[config.mk]
export PLATFORM = sky130hd
export DESIGN_NAME = graph_depth_first_walker_unit
export DESIGN_NICKNAME = d
export VERILOG_FILES = /design/src/rtl/gdfw_pkg.sv /design/src/rtl/graph_depth_first_walker_unit.sv /design/src/rtl/gdfw_ram.sv
export SDC_FILE = /design/constraint.sdc
export NUM_CORES = 2
export LEC_CHECK = 0
export BUFFER_PORTS_ARGS = -buffer_cell sky130_fd_sc_hd__clkbuf_2
export CELL_PAD_IN_SITES_DETAIL_PLACEMENT = 1
export CELL_PAD_IN_SITES_GLOBAL_PLACEMENT = 2
export CORE_ASPECT_RATIO = 0.8
export CORE_MARGIN = 4
export CORE_UTILIZATION = 35
export DETAILED_ROUTE_END_ITERATION = 10
export HOLD_SLACK_MARGIN = 0.05
export PLACE_DENSITY = 0.63
export RECOVER_POWER = 25
export SETUP_SLACK_MARGIN = 0.1
export SYNTH_ARGS = -nofsm -noshare
export SYNTH_HDL_FRONTEND = slang
export SYNTH_HIERARCHICAL = 1
export SYNTH_SLANG_ARGS = --single-unit
[constraint.sdc]
create_clock -name clk -period 6.84 [get_ports clk]
set_input_delay 1.368 -clock clk [delete_from_list [all_inputs] [get_ports clk]]
set_output_delay 1.368 -clock clk [all_outputs]
set_load 0.01 [all_outputs]
[src/rtl/gdfw_pkg.sv]
// gdfw_pkg: shared types and codes for the depth-first graph walker
// holds the transaction payload structs, action and result codes, defaults
// no dependencies
package gdfw_pkg;

    localparam int DEF_MAX_VERTICES = 16;
    localparam int DEF_MAX_DEGREE   = 16;

    // a search never gives more results than this
    localparam logic [4:0] RESULT_LIMIT = 5'd16;

    localparam logic [4:0] NUM_VERTICES_RESET = 5'd16;

    // action codes
    localparam logic [1:0] ACT_CLEAR  = 2'd0;
    localparam logic [1:0] ACT_ADD    = 2'd1;
    localparam logic [1:0] ACT_SEARCH = 2'd2;

    // result kinds
    localparam logic [1:0] KIND_DONE  = 2'd0;
    localparam logic [1:0] KIND_VISIT = 2'd1;
    localparam logic [1:0] KIND_RANGE = 2'd2;
    localparam logic [1:0] KIND_FULL  = 2'd3;

    typedef struct packed {
        logic [1:0] action;
        logic [3:0] first_vertex;
        logic [3:0] second_vertex;
    } item_t;

    typedef struct packed {
        logic [1:0] kind;
        logic [3:0] vertex;
        logic       last;
    } result_t;

endpackage

[src/rtl/graph_depth_first_walker_unit.sv]
// graph_depth_first_walker_unit: top level of the depth-first graph walker
// depends on gdfw_pkg (types, codes) and gdfw_ram (neighbour store, walk stack)
// the one configuration register, num_vertices, sits here
module graph_depth_first_walker_unit
    import gdfw_pkg::*;
#(
    parameter int MAX_VERTICES = DEF_MAX_VERTICES,
    parameter int MAX_DEGREE   = DEF_MAX_DEGREE
) (
    input  logic       clk,
    input  logic       rst_n,
    input  logic       cfg_valid,
    output logic       cfg_ready,
    input  logic [4:0] cfg_data,
    input  logic       item_valid,
    output logic       item_ready,
    input  item_t      item,
    output logic       result_valid,
    input  logic       result_ready,
    output result_t    result
);

    // The walker keeps an undirected graph as per-vertex neighbour lists in a
    // synchronous ram (MAX_VERTICES x MAX_DEGREE entries), with list lengths
    // and visited marks in flip-flops that reset and a clear transaction wipe
    // at once, so no clearing pass is needed. One item is worked on at a
    // time. A clear, an unused action or a range error goes from the command
    // state to the response state; an edge add passes both append states
    // before the response, or leaves the first one for the response when a
    // list is full. A search starts in the command state, then uses a step
    // and a read state for every stored neighbour entry it tries (the
    // neighbour ram has one read port and a registered read) and a step and a
    // pop state for every backtrack (the walk stack ram reads the same way),
    // and the final result leaves from the flush state. Response, flush,
    // and a read that finds a new vertex wait while the result side holds
    // back a waiting result. Each visited vertex is held one step in a
    // pending register so that the last result can be flagged when the walk
    // ends. The output register lets the next item in while the final result
    // still waits to be taken. Configuration writes are always taken; the
    // count saturates at MAX_VERTICES, and zero flags every vertex.

    localparam int VW   = (MAX_VERTICES > 1) ? $clog2(MAX_VERTICES) : 1;
    localparam int CW   = $clog2(MAX_DEGREE + 1);
    localparam int CW1  = CW + 1;
    localparam int DPW  = $clog2(MAX_VERTICES + 1);
    localparam int NW   = $clog2(MAX_VERTICES + 1);
    localparam int CMPW = (NW > 5) ? NW : 5;
    localparam int NDEP = MAX_VERTICES * MAX_DEGREE;
    localparam int AW   = $clog2(NDEP);
    localparam int SAW  = $clog2(MAX_VERTICES);
    localparam int SW   = VW + CW;

    // sequencer states
    localparam logic [3:0] ST_IDLE   = 4'd0;
    localparam logic [3:0] ST_CMD    = 4'd1;
    localparam logic [3:0] ST_ADD_B  = 4'd2;
    localparam logic [3:0] ST_ADD_W2 = 4'd3;
    localparam logic [3:0] ST_RESP   = 4'd4;
    localparam logic [3:0] ST_STEP   = 4'd5;
    localparam logic [3:0] ST_READ   = 4'd6;
    localparam logic [3:0] ST_POP    = 4'd7;
    localparam logic [3:0] ST_FLUSH  = 4'd8;

    // neighbour store address of entry p of vertex v
    function automatic logic [AW-1:0] nbr_addr(input logic [VW-1:0] v,
                                               input logic [CW-1:0] p);
        nbr_addr = AW'(AW'(v) * AW'(MAX_DEGREE) + AW'(p));
    endfunction

    // registers
    logic [3:0]    state_reg, state_next;
    logic [4:0]    num_vertices_reg;
    item_t         item_reg;
    logic [1:0]    resp_kind_reg, resp_kind_next;
    logic [CW-1:0] ca_reg, ca_next;
    logic [CW-1:0] count_reg [MAX_VERTICES];
    logic [CW-1:0] count_next [MAX_VERTICES];
    logic [MAX_VERTICES-1:0] visited_reg, visited_next;
    logic [VW-1:0] top_vertex_reg, top_vertex_next;
    logic [CW-1:0] top_pos_reg, top_pos_next;
    logic [DPW-1:0] depth_reg, depth_next;
    logic [4:0]    cnt_reg, cnt_next;
    logic [VW-1:0] pend_vertex_reg, pend_vertex_next;
    logic          result_valid_reg, result_valid_next;
    result_t       result_reg, result_next;

    // ram ports
    logic          nbr_wr_en, nbr_rd_en;
    logic [AW-1:0] nbr_wr_addr, nbr_rd_addr;
    logic [VW-1:0] nbr_wr_data, nbr_rd_data;
    logic          stk_wr_en, stk_rd_en;
    logic [SAW-1:0] stk_wr_addr, stk_rd_addr;
    logic [SW-1:0] stk_wr_data, stk_rd_data;

    // decode helpers
    logic [VW-1:0]   a_v, b_v, w_v, cnt_rd_idx;
    logic [CW-1:0]   cnt_rd;
    logic [CMPW-1:0] n_use, cfg_ext;
    logic            a_ok, b_ok, room, out_free;
    logic [DPW-1:0]  stk_push_idx, stk_pop_idx;

    assign cfg_ready    = 1'b1;
    assign item_ready   = (state_reg == ST_IDLE);
    assign result_valid = result_valid_reg;
    assign result       = result_reg;

    assign a_v = VW'(item_reg.first_vertex);
    assign b_v = VW'(item_reg.second_vertex);
    assign w_v = nbr_rd_data;

    // count in use saturates at MAX_VERTICES
    assign cfg_ext = CMPW'(num_vertices_reg);
    assign n_use   = (cfg_ext > CMPW'(MAX_VERTICES)) ? CMPW'(MAX_VERTICES) : cfg_ext;
    assign a_ok    = CMPW'(item_reg.first_vertex) < n_use;
    assign b_ok    = CMPW'(item_reg.second_vertex) < n_use;

    assign out_free = !result_valid_reg || result_ready;

    // single read port on the list lengths
    always_comb
    begin
        case (state_reg)
            ST_CMD:    cnt_rd_idx = a_v;
            ST_ADD_B:  cnt_rd_idx = b_v;
            ST_ADD_W2: cnt_rd_idx = b_v;
            default:   cnt_rd_idx = w_v;
        endcase
    end
    assign cnt_rd = count_reg[cnt_rd_idx];

    // a self-loop needs two free slots, a plain edge one at each end
    always_comb
    begin
        if (a_v == b_v)
        begin
            room = (CW1'(ca_reg) + CW1'(2)) <= CW1'(MAX_DEGREE);
        end
        else
        begin
            room = (ca_reg < CW'(MAX_DEGREE)) && (cnt_rd < CW'(MAX_DEGREE));
        end
    end

    assign stk_push_idx = depth_reg - DPW'(1);
    assign stk_pop_idx  = depth_reg - DPW'(2);

    // main sequencer
    always_comb
    begin
        state_next        = state_reg;
        resp_kind_next    = resp_kind_reg;
        ca_next           = ca_reg;
        count_next        = count_reg;
        visited_next      = visited_reg;
        top_vertex_next   = top_vertex_reg;
        top_pos_next      = top_pos_reg;
        depth_next        = depth_reg;
        cnt_next          = cnt_reg;
        pend_vertex_next  = pend_vertex_reg;
        result_valid_next = result_valid_reg && !result_ready;
        result_next       = result_reg;

        nbr_wr_en   = 1'b0;
        nbr_wr_addr = nbr_addr(a_v, ca_reg);
        nbr_wr_data = b_v;
        nbr_rd_en   = 1'b0;
        nbr_rd_addr = nbr_addr(top_vertex_reg, top_pos_reg - CW'(1));
        stk_wr_en   = 1'b0;
        stk_wr_addr = stk_push_idx[SAW-1:0];
        stk_wr_data = {top_vertex_reg, top_pos_reg};
        stk_rd_en   = 1'b0;
        stk_rd_addr = stk_pop_idx[SAW-1:0];

        case (state_reg)
            ST_IDLE:
            begin
                if (item_valid)
                begin
                    state_next = ST_CMD;
                end
            end

            ST_CMD:
            begin
                case (item_reg.action)
                    ACT_CLEAR:
                    begin
                        for (int i = 0; i < MAX_VERTICES; i++)
                        begin
                            count_next[i] = '0;
                        end
                        visited_next   = '0;
                        resp_kind_next = KIND_DONE;
                        state_next     = ST_RESP;
                    end
                    ACT_ADD:
                    begin
                        if (!a_ok || !b_ok)
                        begin
                            resp_kind_next = KIND_RANGE;
                            state_next     = ST_RESP;
                        end
                        else
                        begin
                            ca_next    = cnt_rd;
                            state_next = ST_ADD_B;
                        end
                    end
                    ACT_SEARCH:
                    begin
                        if (!a_ok)
                        begin
                            resp_kind_next = KIND_RANGE;
                            state_next     = ST_RESP;
                        end
                        else
                        begin
                            // start vertex is always marked and reported
                            visited_next[a_v] = 1'b1;
                            pend_vertex_next  = a_v;
                            top_vertex_next   = a_v;
                            top_pos_next      = cnt_rd;
                            depth_next        = DPW'(1);
                            cnt_next          = 5'd1;
                            state_next        = ST_STEP;
                        end
                    end
                    default:
                    begin
                        resp_kind_next = KIND_DONE;
                        state_next     = ST_RESP;
                    end
                endcase
            end

            ST_ADD_B:
            begin
                if (!room)
                begin
                    resp_kind_next = KIND_FULL;
                    state_next     = ST_RESP;
                end
                else
                begin
                    nbr_wr_en       = 1'b1;
                    count_next[a_v] = ca_reg + CW'(1);
                    state_next      = ST_ADD_W2;
                end
            end

            ST_ADD_W2:
            begin
                // length read here already includes the first append
                nbr_wr_en       = 1'b1;
                nbr_wr_addr     = nbr_addr(b_v, cnt_rd);
                nbr_wr_data     = a_v;
                count_next[b_v] = cnt_rd + CW'(1);
                resp_kind_next  = KIND_DONE;
                state_next      = ST_RESP;
            end

            ST_RESP:
            begin
                if (out_free)
                begin
                    result_valid_next = 1'b1;
                    result_next       = '{kind: resp_kind_reg, vertex: 4'd0, last: 1'b1};
                    state_next        = ST_IDLE;
                end
            end

            ST_STEP:
            begin
                if (cnt_reg >= RESULT_LIMIT)
                begin
                    state_next = ST_FLUSH;
                end
                else if (top_pos_reg == '0)
                begin
                    // list exhausted, backtrack
                    depth_next = stk_push_idx;
                    if (depth_reg == DPW'(1))
                    begin
                        state_next = ST_FLUSH;
                    end
                    else
                    begin
                        stk_rd_en  = 1'b1;
                        state_next = ST_POP;
                    end
                end
                else
                begin
                    // newest edge first
                    top_pos_next = top_pos_reg - CW'(1);
                    nbr_rd_en    = 1'b1;
                    state_next   = ST_READ;
                end
            end

            ST_READ:
            begin
                if (visited_reg[w_v])
                begin
                    state_next = ST_STEP;
                end
                else if (out_free)
                begin
                    // pending vertex goes out, new one waits for its last flag
                    result_valid_next = 1'b1;
                    result_next       = '{kind: KIND_VISIT, vertex: 4'(pend_vertex_reg),
                                          last: 1'b0};
                    pend_vertex_next  = w_v;
                    visited_next[w_v] = 1'b1;
                    cnt_next          = cnt_reg + 5'd1;
                    if (depth_reg < DPW'(MAX_VERTICES))
                    begin
                        stk_wr_en       = 1'b1;
                        top_vertex_next = w_v;
                        top_pos_next    = cnt_rd;
                        depth_next      = depth_reg + DPW'(1);
                    end
                    state_next = ST_STEP;
                end
            end

            ST_POP:
            begin
                {top_vertex_next, top_pos_next} = stk_rd_data;
                state_next = ST_STEP;
            end

            ST_FLUSH:
            begin
                if (out_free)
                begin
                    result_valid_next = 1'b1;
                    result_next       = '{kind: KIND_VISIT, vertex: 4'(pend_vertex_reg),
                                          last: 1'b1};
                    depth_next        = '0;
                    state_next        = ST_IDLE;
                end
            end

            default:
            begin
                state_next = ST_IDLE;
            end
        endcase
    end

    // control state
    always_ff @(posedge clk or negedge rst_n)
    begin
        if (!rst_n)
        begin
            state_reg        <= ST_IDLE;
            num_vertices_reg <= NUM_VERTICES_RESET;
            visited_reg      <= '0;
            depth_reg        <= '0;
            cnt_reg          <= '0;
            result_valid_reg <= 1'b0;
            for (int i = 0; i < MAX_VERTICES; i++)
            begin
                count_reg[i] <= '0;
            end
        end
        else
        begin
            state_reg        <= state_next;
            visited_reg      <= visited_next;
            depth_reg        <= depth_next;
            cnt_reg          <= cnt_next;
            result_valid_reg <= result_valid_next;
            count_reg        <= count_next;
            if (cfg_valid && cfg_ready)
            begin
                num_vertices_reg <= cfg_data;
            end
        end
    end

    // payload
    always_ff @(posedge clk)
    begin
        if (item_valid && item_ready)
        begin
            item_reg <= item;
        end
        resp_kind_reg   <= resp_kind_next;
        ca_reg          <= ca_next;
        top_vertex_reg  <= top_vertex_next;
        top_pos_reg     <= top_pos_next;
        pend_vertex_reg <= pend_vertex_next;
        result_reg      <= result_next;
    end

    // neighbour lists, one row of MAX_DEGREE entries per vertex
    gdfw_ram #(
        .WIDTH (VW),
        .DEPTH (NDEP)
    ) u_nbr_ram (
        .clk     (clk),
        .wr_en   (nbr_wr_en),
        .wr_addr (nbr_wr_addr),
        .wr_data (nbr_wr_data),
        .rd_en   (nbr_rd_en),
        .rd_addr (nbr_rd_addr),
        .rd_data (nbr_rd_data)
    );

    // walk stack below the top entry; top lives in registers, a push and
    // the pop of the same slot always fall in different cycles
    gdfw_ram #(
        .WIDTH (SW),
        .DEPTH (MAX_VERTICES)
    ) u_stk_ram (
        .clk     (clk),
        .wr_en   (stk_wr_en),
        .wr_addr (stk_wr_addr),
        .wr_data (stk_wr_data),
        .rd_en   (stk_rd_en),
        .rd_addr (stk_rd_addr),
        .rd_data (stk_rd_data)
    );

endmodule

[src/rtl/gdfw_ram.sv]
// gdfw_ram: generic simple dual-port ram, one write and one registered read
// no dependencies
module gdfw_ram #(
    parameter int WIDTH = 8,
    parameter int DEPTH = 16
) (
    input  logic                     clk,
    input  logic                     wr_en,
    input  logic [$clog2(DEPTH)-1:0] wr_addr,
    input  logic [WIDTH-1:0]         wr_data,
    input  logic                     rd_en,
    input  logic [$clog2(DEPTH)-1:0] rd_addr,
    output logic [WIDTH-1:0]         rd_data
);

    logic [WIDTH-1:0] mem [DEPTH];

    always_ff @(posedge clk)
    begin
        if (wr_en)
        begin
            mem[wr_addr] <= wr_data;
        end
        // read data holds until the next read
        if (rd_en)
        begin
            rd_data <= mem[rd_addr];
        end
    end

endmodule
==> metrics.txt <==
Worst R2R Path Depth=15; worst hold path type=flip-flop to flip-flop; failing checks=max-capacitance violations, max-slew violations; post-cts resize count=0; DR vias/cell=between 5 and 6; htree depth=4; Reg clk slew, reported paths=~0.060 ns; outcome=complete, but fails checks; Area growth syn-to-layout=13.30%; R2R Setup Slk=roughly 0.52 ns; max-cap viol count=10; met1 Track Usage GR=30.55%; commonest non-fill, non-tap cell in the layout=edfxtp_1; # nets final=about 3700; core area=162000 sq um; die height=369.4 microns; CP Launch Type=flip-flop; R2R Path End=u_nbr_ram/mem[177][2]; pwr/cell area=about 470 nW/um^2; hold buffer count at cts=0; Worst Clk Skew=about 0.033 ns; iteration-0 DRC count of the detailed router=~3300; Crit path depth=15; post-DP HPWL=around 110000 microns; final hold violations=0; largest net degree at the start of global routing=~120; WP buf/inv=2; arrival time of the worst setup path=6.74 ns; clk sink count=about 1300; crit end category=flip-flop; Worst Hold Depth=1; GRT met2 Usage=29.72%; setup violators final=0; CP required=7.26 ns; max reg flops=1024; Slew headroom=-168.8%; Setup TNS Final=0 ns; first-pass GRT wire length=250600 microns; drt drc=0; maximum VDD drop=0.4007 mV; non-filler cells in the finished layout=between 5000 and 6000; initial core utilization=about a third; CTS tree=yes; Most used DFF post-synth=edfxtp_1; WL per Instance=between 20 and 30 microns; family with the most delay on the worst path=simple AND/OR/NAND/NOR gates; worst setup margin=approximately 0.52 ns; leak pwr=20.70 nW; CP Class=flip-flop to flip-flop; number of core rows=132; Clock Path Buffers=3; largest stage delay on the critical path=just over 0.9 ns; Setup Fix Bufs, Post-CTS=0; number of synthesized flops with an enable pin=between 1000 and 1500; Final ANT Viol Nets=0; PortBufs=28; FFs w/ async S/R, synth=approximately 8.7%; period utilisation layout=between 90% and 100%; Netlist Area Pre-Place=57150 sq um; WHS Endpoint=cfg_ext[2]; GRT Resource Usage Total=about a fifth; Mean Syn Cell Area=between 15 and 20 sq um; GR peak layer=met1; latest clock arrival within the worst-skew pair=roughly 0.8 ns; hold path start=cfg_ext[2]; setup repair after global routing missed its margin=no; initial antenna violation count=14; drt pass-1 iters=5; grt ovf=0; sequence of cells on the critical path=or2_0, clkbuf_1, or3_1, o221ai_1, a21oi_1, a32o_1, inv_2, ha_1, ha_1, xor2_1, nand2_1, o21ai_0, nor2b_1, nand3_1, nor2_1; Yosys cell types=between 90 and 100; GPL Wtd Cong=~0.84; share of post-route cells with drive strength above 1=between 10% and 20%; clk root buf=clkbuf_16; Pins Over Slew Limit=540; Placed Cells=between 5000 and 6000; DR vias=between 30000 and 40000; Worst Path Max Fanout=16; most frequent cells in the layout=1218 x edfxtp_1, 396 x nor2_1, 278 x mux4_2; cts bufs inserted=around 150; Final Critical Period=6.316 ns; register area share after synthesis=about 69%; RR Startpoint=state_reg[3]; Die X=approximately 460 microns; Mapped Cells=about 3600; Synthesized Nets=between 3000 and 4000; M3 GR Usage=4.717%; Placement Setup Slack=approximately 0.86 ns; I/O Pins=30; CP max stage cell=clkbuf_1; synth warn=6; Slew @ Worst Pin=approximately 4.0 ns; vias in the first global route=34380; DRT Wirelength=between 150000 and 200000 microns; most used cell, CP=ha_1; Max Fclk=about 0.16 GHz; flops & latches, synth=roughly 1300; Die ar.=approximately 170000 sq um
[layout make-up]
| cell class | count | area, sq um |
|---|---|---|
| Antenna cell | 1 | 2.502 |
| Multi-Input combinational cell | 1963 | 16410 |
| Inverter | 34 | 142.6 |
| Sequential cell | 1334 | 39480 |
| Timing Repair Buffer | 150 | 1047 |
| Tap cell | 2144 | 2683 |
| Clock inverter | 102 | 1130 |
| Clock buffer | 167 | 3857 |
| Fill cell | 16010 | 97270 |
[layer usage]
layer  vias to the layer above  wire length, microns
met3                       221                 12330
met2                      1004                 75330
li1                      14240                     -
met4                         4                  3275
met5                         -                    27
met1                     17500                 80900
[report_power, final]
| group | internal (mW) | total [mW] | switching (mW) |
|---|---|---|---|
| clock | 4.86 | 8.19 | 3.33 |
| sequential | 9.83 | 10.2 | 0.349 |
| combinational | 4.15 | 11.9 | 7.70 |
| total | 18.8 | 30.2 | 11.4 |
[kinds of logic (layout without fill, tap and decap cells)]
| logic type | after synthesis | after routing | synth area share (%) |
|---|---|---|---|
| muxes | 392 | 392 | 13.41 |
| adders and majority gates | 29 | 29 | 0.6349 |
| xor gates and xnor gates | 25 | 25 | 0.4225 |
| DFF | 1334 | 1334 | 69.08 |
| AOI/OAI and AO/OA | 569 | 569 | 6.715 |
| other | 1 | 2 | 0.006562 |
| buffers and inverters | 261 | 453 | 2.338 |
| and+or+nand+nor | 947 | 947 | 7.400 |
[through the flow]
step	total power [mW]	area [sq um]	utilization, %	hold slack (ns)
after global placement	22.23	59890	36.97	0.4988
after CTS	30.56	64880	40.04	0.5200
after global routing	31.67	64750	39.96	0.5470
final	30.22	64750	39.96	0.5160
after floorplan	17.94	57150	-	0.4629
after detailed placement	22.27	59890	36.97	0.5052
[Yosys cell counts, types with 9 or more instances]
master,instances,area (sq um)
edfxtp_1,1218,36580
o21ai_1,14,70.07
nand4_1,18,112.6
nor4_1,9,56.30
or3_1,10,62.56
o211ai_1,33,247.7
a2bb2oi_1,17,148.9
mux2i_1,87,870.8
mux4_1,15,394.1
o22ai_1,13,81.33
buf_1,15,56.30
clkbuf_1,118,442.9
a22oi_1,61,457.9
nand2_1,238,893.4
inv_1,31,116.4
nor3_1,75,375.4
o221ai_2,10,150.1
a21oi_1,95,475.5
nand3_1,71,355.3
o221ai_1,22,192.7
nor2b_1,36,225.2
mux4_2,278,6261
buf_6,28,315.3
a211oi_1,20,150.1
o21ai_0,177,885.9
a31oi_1,9,56.30
buf_2,46,230.2
and2_1,9,56.30
xor2_1,15,131.4
nand2b_1,31,193.9
o211ai_2,10,125.1
mux2_2,11,123.9
dfrtp_1,115,2878
and3_1,10,62.56
a221oi_1,9,78.83
buf_4,13,97.59
nor2_1,398,1494
a32oi_1,10,87.58
ha_1,29,362.9
[how the worst max path moves through the flow]
stage | start | to | slack (ns)
floorplan | state_reg[0] | u_nbr_ram/mem[0][0] | 1.13
global placement | state_reg[1] | u_nbr_ram/mem[188][2] | 1.01
detailed placement | state_reg[1] | u_nbr_ram/mem[177][1] | 0.86
CTS | state_reg[1] | u_nbr_ram/mem[182][0] | 0.87
global route | state_reg[2] | u_nbr_ram/mem[56][2] | 0.24
finish | state_reg[3] | u_nbr_ram/mem[177][2] | 0.52
No activity file was read; power rests on OpenSTA's default activity.
